--- src/rtl/brff_pkg.sv ---
// Package with the shared constants, types and codes of the bitmap range fill and search block.
`timescale 1ns / 1ps
package brff_pkg;

  localparam int TOTAL_BITS = 4096;
  localparam int WORD_BITS  = 64;
  localparam int WORDS      = TOTAL_BITS / WORD_BITS;
  localparam int IDX_W      = $clog2(TOTAL_BITS);
  localparam int CNT_W      = IDX_W + 1;
  localparam int BIT_W      = $clog2(WORD_BITS);
  localparam int WADDR_W    = $clog2(WORDS);

  localparam logic [1:0] ST_DONE      = 2'd0;
  localparam logic [1:0] ST_FOUND     = 2'd1;
  localparam logic [1:0] ST_NOT_FOUND = 2'd2;
  localparam logic [1:0] ST_BAD       = 2'd3;

  typedef enum logic [2:0] {
    S_IDLE,
    S_CHECK,
    S_RUN,
    S_DONE
  } state_t;

  typedef struct packed {
    logic       load;
    logic       issue;
    logic       run;
    logic       res_load;
    logic [1:0] res_code;
  } cmd_t;

  typedef struct packed {
    logic bad;
    logic empty;
    logic is_find;
    logic last;
    logic hit;
    logic out_free;
  } sts_t;

endpackage

--- src/rtl/brff_ctrl.sv ---
// Controller state machine that sequences argument checks, the word walk and the result.
`timescale 1ns / 1ps
module brff_ctrl (
  input  logic           clk,
  input  logic           rst,
  input  logic           in_valid,
  output logic           in_stall,
  output brff_pkg::cmd_t cmd,
  input  brff_pkg::sts_t sts
);
  import brff_pkg::*;

  state_t     state;
  state_t     state_next;
  logic [1:0] code;
  logic [1:0] code_next;

  always_ff @(posedge clk) begin
    if (rst) begin
      state <= S_IDLE;
      code  <= ST_DONE;
    end else begin
      state <= state_next;
      code  <= code_next;
    end
  end

  always_comb begin
    state_next   = state;
    code_next    = code;
    in_stall     = 1'b1;
    cmd.load     = 1'b0;
    cmd.issue    = 1'b0;
    cmd.run      = 1'b0;
    cmd.res_load = 1'b0;
    cmd.res_code = code;
    case (state)
      S_IDLE: begin
        in_stall = 1'b0;
        if (in_valid) begin
          cmd.load   = 1'b1;
          state_next = S_CHECK;
        end
      end
      S_CHECK: begin
        if (sts.bad) begin
          code_next  = ST_BAD;
          state_next = S_DONE;
        end else if (sts.is_find && sts.empty) begin
          code_next  = ST_NOT_FOUND;
          state_next = S_DONE;
        end else begin
          cmd.issue  = 1'b1;
          state_next = S_RUN;
        end
      end
      S_RUN: begin
        cmd.run = 1'b1;
        if (sts.hit) begin
          code_next  = ST_FOUND;
          state_next = S_DONE;
        end else if (sts.last) begin
          code_next  = sts.is_find ? ST_NOT_FOUND : ST_DONE;
          state_next = S_DONE;
        end
      end
      S_DONE: begin
        if (sts.out_free) begin
          cmd.res_load = 1'b1;
          state_next   = S_IDLE;
        end
      end
      default: begin
        state_next = S_IDLE;
      end
    endcase
  end

endmodule

--- config.mk ---
export PLATFORM = sky130hd
export DESIGN_NAME = brff_ctrl
export DESIGN_NICKNAME = d
export VERILOG_FILES = /design/src/rtl/brff_pkg.sv /design/src/rtl/brff_ctrl.sv
export SDC_FILE = /design/constraint.sdc
export NUM_CORES = 1
export LEC_CHECK = 0
export BUFFER_PORTS_ARGS = -buffer_cell sky130_fd_sc_hd__buf_2
export CAP_MARGIN = 20
export CORE_AREA = 3 3 40 42
export CTS_BUF_LIST = sky130_fd_sc_hd__clkbuf_8
export DETAILED_ROUTE_END_ITERATION = 12
export DIE_AREA = 0 0 43 45
export PLACE_DENSITY = 0.62
export SYNTH_ARGS = -nofsm -noshare
export SYNTH_HDL_FRONTEND = slang
export SYNTH_SLANG_ARGS = --single-unit
--- constraint.sdc ---
create_clock -name clk -period 1.88 [get_ports clk]
set_input_delay 0.376 -clock clk [delete_from_list [all_inputs] [get_ports clk]]
set_output_delay 0.376 -clock clk [all_outputs]
set_load 0.02 [all_outputs]
## Yosys cells after proc, flatten, opt, wreduce, memory -nomap -nowiden

Index checks and enable logic that the tools add are counted.

- Register bits after elaboration: 5
- Bits of input ports: 9
- Output and inout port bits: 7
- Logic and storage cells: 36

- Eq/ne operators: 7
- Muxes and demuxes: 22
- Reduce and logical (&&, ||, !) cells: 5

Operator list:

| kind | count |
|---|---|
| $mux 3 | 5 |
| $pmux 3 s4 | 1 |
| $mux 1 | 10 |
| $mux 2 | 5 |
| $eq 3x2->1 const B | 2 |
| $ne 3x3->1 const B | 2 |
| $reduce_and 3->1 | 2 |
| $ne 2x2->1 const B | 2 |
| $pmux 2 s2 | 1 |
| $eq 3x1->1 const B | 1 |
| $logic_not 3->1 | 1 |
| $reduce_bool 2->1 | 1 |
| $logic_and 1x1->1 | 1 |

## Logic depth before layout (Yosys ltp)

- Depth in word-level cells: 4
- Gate-level depth with buffers: 5
- Gate-level depth less buffers: 5

## Worst setup path before layout

Ideal clock, no wire load.

- Path kind: reg-to-reg
- From: reg state[0]
- To: reg code[0]
- Setup time: 0.123 ns
- Arrival: 1.524 ns
- Data required time: 1.757 ns
- Path slack: 0.233 ns
- Cell stages (with the launch flop): 6
- Path buffers: 0
- Clock period less this slack: 1.647 ns
- Cells stage by stage: dfxtp_1 inv_1 ha_1 nor3b_4 a211oi_2 mux2_1

- Word-level cells in the longest chain between the ends: 3
- Elaborated cells between the ends (all ways): 7
- Those cells by class: eq/ne (4); mux (1); reduce/logical (2)

Ends and longest elaborated chain:

| what | RTL line | source |
|---|---|---|
| from (decl) | brff_ctrl.sv:13 | `state_t state;` |
| from (signal assigned) | brff_ctrl.sv:23 | `state <= state_next;` |
| $eq 3x1->1 or $eq 3x2->1 (tied branches) | brff_ctrl.sv:37 | `case (state)` |
| $ne 3x3->1 (no source line) or $reduce_bool 2->1 (tied branches) | - |  |
| $reduce_and 3->1 (no source line) | - |  |
| to (signal assigned) | brff_ctrl.sv:24 | `code <= code_next;` |
| to (decl) | brff_ctrl.sv:15 | `logic [1:0] code;` |

Parallel ways exist; a longest one is shown, timed or not.
A chain may end at the register's enable or synchronous reset.

## Worst setup path in the final report

Same ends and word-level chain as after synthesis.

==> implementation parameters <==
Parameter                              Value

Setup path
  Depth of the most critical reg-to-reg path    5
  Crit Path Category    flip-flop to flip-flop
  Endpoint of the worst register-to-register path    code[0]
  Capturing element type of the critical path    flip-flop
  R2R Setup Slk    0.23 ns
  Maximum fanout encountered on the critical timing path    7
  Signal arrival time at the worst endpoint    1.74 ns
  Required time of the critical path    1.97 ns
  CP Launch Type    flip-flop
  Origin of the critical flop-to-flop path    state[0]

Die
  Die extent in y    45 um
  Die X    43 um
  Number of placement rows    13
  Core outline area    1280 sq um
  Total Die Area    1940 sq um
  Num ports    16
  Effective utilization at floorplan    29.1%

Worst hold path
  Class of the tightest hold or removal check    primary input to flip-flop
  Hold path depth    2
  Worst hold path startpoint    rst
  Endpoint of the worst hold path    state[1]

GRT
  Busiest layer in global routing    met2
  Global router's overall resource usage    9.08%
  Number of antenna violations at the first check in global routing    0
  Met2 global-route usage    14.7%
  Met1 track demand over resource    9.42%
  Met3 track utilization from global routing    2.39%
  Global-route wire length before repair    1.30 mm
  Pin count of the biggest net entering global routing    8
  Overflow left after global routing    0
  Vias in the first global route    355

STA
  Clock Skews    0.000913 ns
  Hold slack final    0.422 ns
  Achievable clock frequency    0.606 GHz
  Transition time at the pin with the least slew margin    0.246 ns
  Post-layout minimum cycle time    1.65 ns
  Fin. Hold Viols    0
  Share of the cycle needed by the critical path after routing    87.8%
  Sum of negative setup slack    0 ns
  Number of pins with negative max-slew slack in the final report    0
  Setup repair after global routing missed its margin    no
  Normalized max-slew margin    83.5%
  Number of setup violations in the final report    0

CTS
  TritonCTS clock tree    built
  Sink count of the clock tree    4
  CTS Hold Buffers Added    0
  Clock-pin slew on the worst setup and hold paths    0.03 ns
  Number of buffers added by the clock tree synthesis step    3
  Root buf cell    clkbuf_8
  Post-CTS repair timing setup buffer count    0
  Resize count post-CTS    0
  Buffer depth of the longest clock path    2
  Skew-Pair Late Insertion Delay    0.21 ns
  # H-tree levels    1

Final layout
  Antenna Diode Count    0
  Fin cells    75
  Footprint of the flip-flops and latches    80.1 sq um
  Area Growth Syn to Fin    36.1%
  Commonest cells after routing, fill and taps aside    buf_2, ha_1, inv_1, nor2_1, dfxtp_1
  Count of filler cells inserted in the layout    138
  Multi-input gate area in the final layout    279 sq um
  Most common cell after layout, fill and taps aside    buf_2
  Design area    509 sq um
  Total number of nets in the final design    76
  Fraction of final layout cells sized beyond drive strength 1    38.3%

Power and ir drop
  Internal power consumption    0.427 mW
  Fraction of power consumed by sequential logic    20.7%
  Switching power    0.285 mW
  Pwr/cell area    1400 nW/um^2
  Worst supply voltage drop on vdd    0.439 mV
  Overall power after layout    0.712 mW
  Clock group share of total power    24.8%
  Comb pwr share    54.5%
  Fraction of power spent switching nets    40.1%
  Leakage    0.257 nW

Drt
  Post-route DRC    0
  Post-route antenna net violation count    0
  Starting DRC count in detailed routing    3
  Via Count    335
  Routed vias/inst    4.47
  Iteration count of the initial detailed-routing pass    2
  Total Wirelength    749 um
  Detail-routed net length per standard cell    9.99 um

Run
  Number of max-cap violations    0

Placed design
  Area after DPL    468 sq um
  HPWL after DPL    663 um
  Count of port buffers added during placement    15
  Global placement routability congestion    0.752
  Number of cells in the design after placement    72

Logic synthesis
  Sequential-to-total area share from yosys stat    21.4%
  Synthesis warning total    0
  Netlist Area Pre-Place    374 sq um
  Simple-gate area share of the yosys netlist    34.4%
  Multiplexer share of the synthesized area    8.70%
  Area fraction in compound gates after synthesis    14.7%
  Combinational family with the most area after synthesis    simple AND/OR/NAND/NOR gates
  Post-synthesis cell type with the largest combined area    dfxtp_1
  Post-Synth XOR/XNOR Area    0%
  Number of distinct library cell variants in the gate-level netlist after synthesis    21
  Cells after Synth    42
  Synth Register Bits    4
  Proportion of netlist area held by the largest area contributor    21.4%
  Syn_area_per_cell    8.91 sq um
  Leading register cell type out of synthesis    dfxtp_1
  Largest cells by area after synthesis    dfxtp_1, ha_1, mux2_1
  Adder and majority gate portion of the synthesized area    16.7%
  Count of flip-flops with a built-in enable after synthesis    0
  Async set-reset flop share out of synthesis    0%
  Post-synthesis net count    56

Outcome
  Status    completed
## registers in the layout, indices dropped and copies added (netlist names)
signal and cells:
code 2, state 2
## synthesized netlist by cell type, types with 2 or more instances
| cell | number |
|---|---|
| and2_1 | 3 |
| ha_1 | 5 |
| nor2_1 | 4 |
| inv_1 | 4 |
| mux2_1 | 2 |
| nand2b_1 | 2 |
| a21oi_1 | 2 |
| nand4_1 | 2 |
| and2b_2 | 2 |
| nor2b_1 | 2 |
| dfxtp_1 | 4 |
## how the worst max path moves through the flow
| stage | endpoint | start | slack (ns) |
|---|---|---|---|
| after floorplan | code[0] | state[0] | 0.23 |
| after global placement | code[0] | state[0] | 0.26 |
| after detailed placement | code[0] | state[0] | 0.22 |
| after CTS | code[0] | state[0] | 0.22 |
| after global routing | code[0] | state[0] | 0.10 |
| final | code[0] | state[0] | 0.23 |
## layout make-up
| cell class | count | area share [%] |
|---|---|---|
| repair buffers | 15 | 14.7 |
| inverters | 4 | 2.95 |
| flip-flops and latches | 4 | 15.7 |
| well taps | 15 | 3.69 |
| clock buffers | 3 | 8.11 |
| multi-input cells | 34 | 54.8 |
## per-layer routing
layer / wire (um) / vias up / part of all wire, %
met5: 0 / - / 0
met1: 314 / 149 / 42
met4: 0 / 0 / 0
met3: 32 / 0 / 4.3
li1: - / 181 / -
met2: 403 / 5 / 54
## power groups by stage
stage	Combinational [mW]	Sequential [mW]	Clock, mW
after floorplan	0.274	0.164	0
after global placement	0.395	0.147	0
after detailed placement	0.390	0.149	0
after CTS	0.392	0.148	0.180
after global routing	0.438	0.155	0.186
final	0.388	0.147	0.176
## critical path, stage by stage, from the launching register on
cell,delay [ns]
dfxtp_1,0.37
inv_1,0.09
ha_1,0.29
nor3b_4,0.19
a211oi_2,0.24
mux2_1,0.35
## per-stage QoR
stage	util (%)	setup WS [ns]
after floorplan	-	0.233
after detailed placement	36.4	0.218
after CTS	39.6	0.216
after global placement	36.4	0.256
after global routing	39.6	0.100
final	39.6	0.230
## cells by family after synthesis
family          after synthesis
fa+ha+maj                     5
simple gates                 19
mux                           3
compound gates                7
buf+inv                       4
flops                         4
No activity file was read; power rests on OpenSTA's default activity.
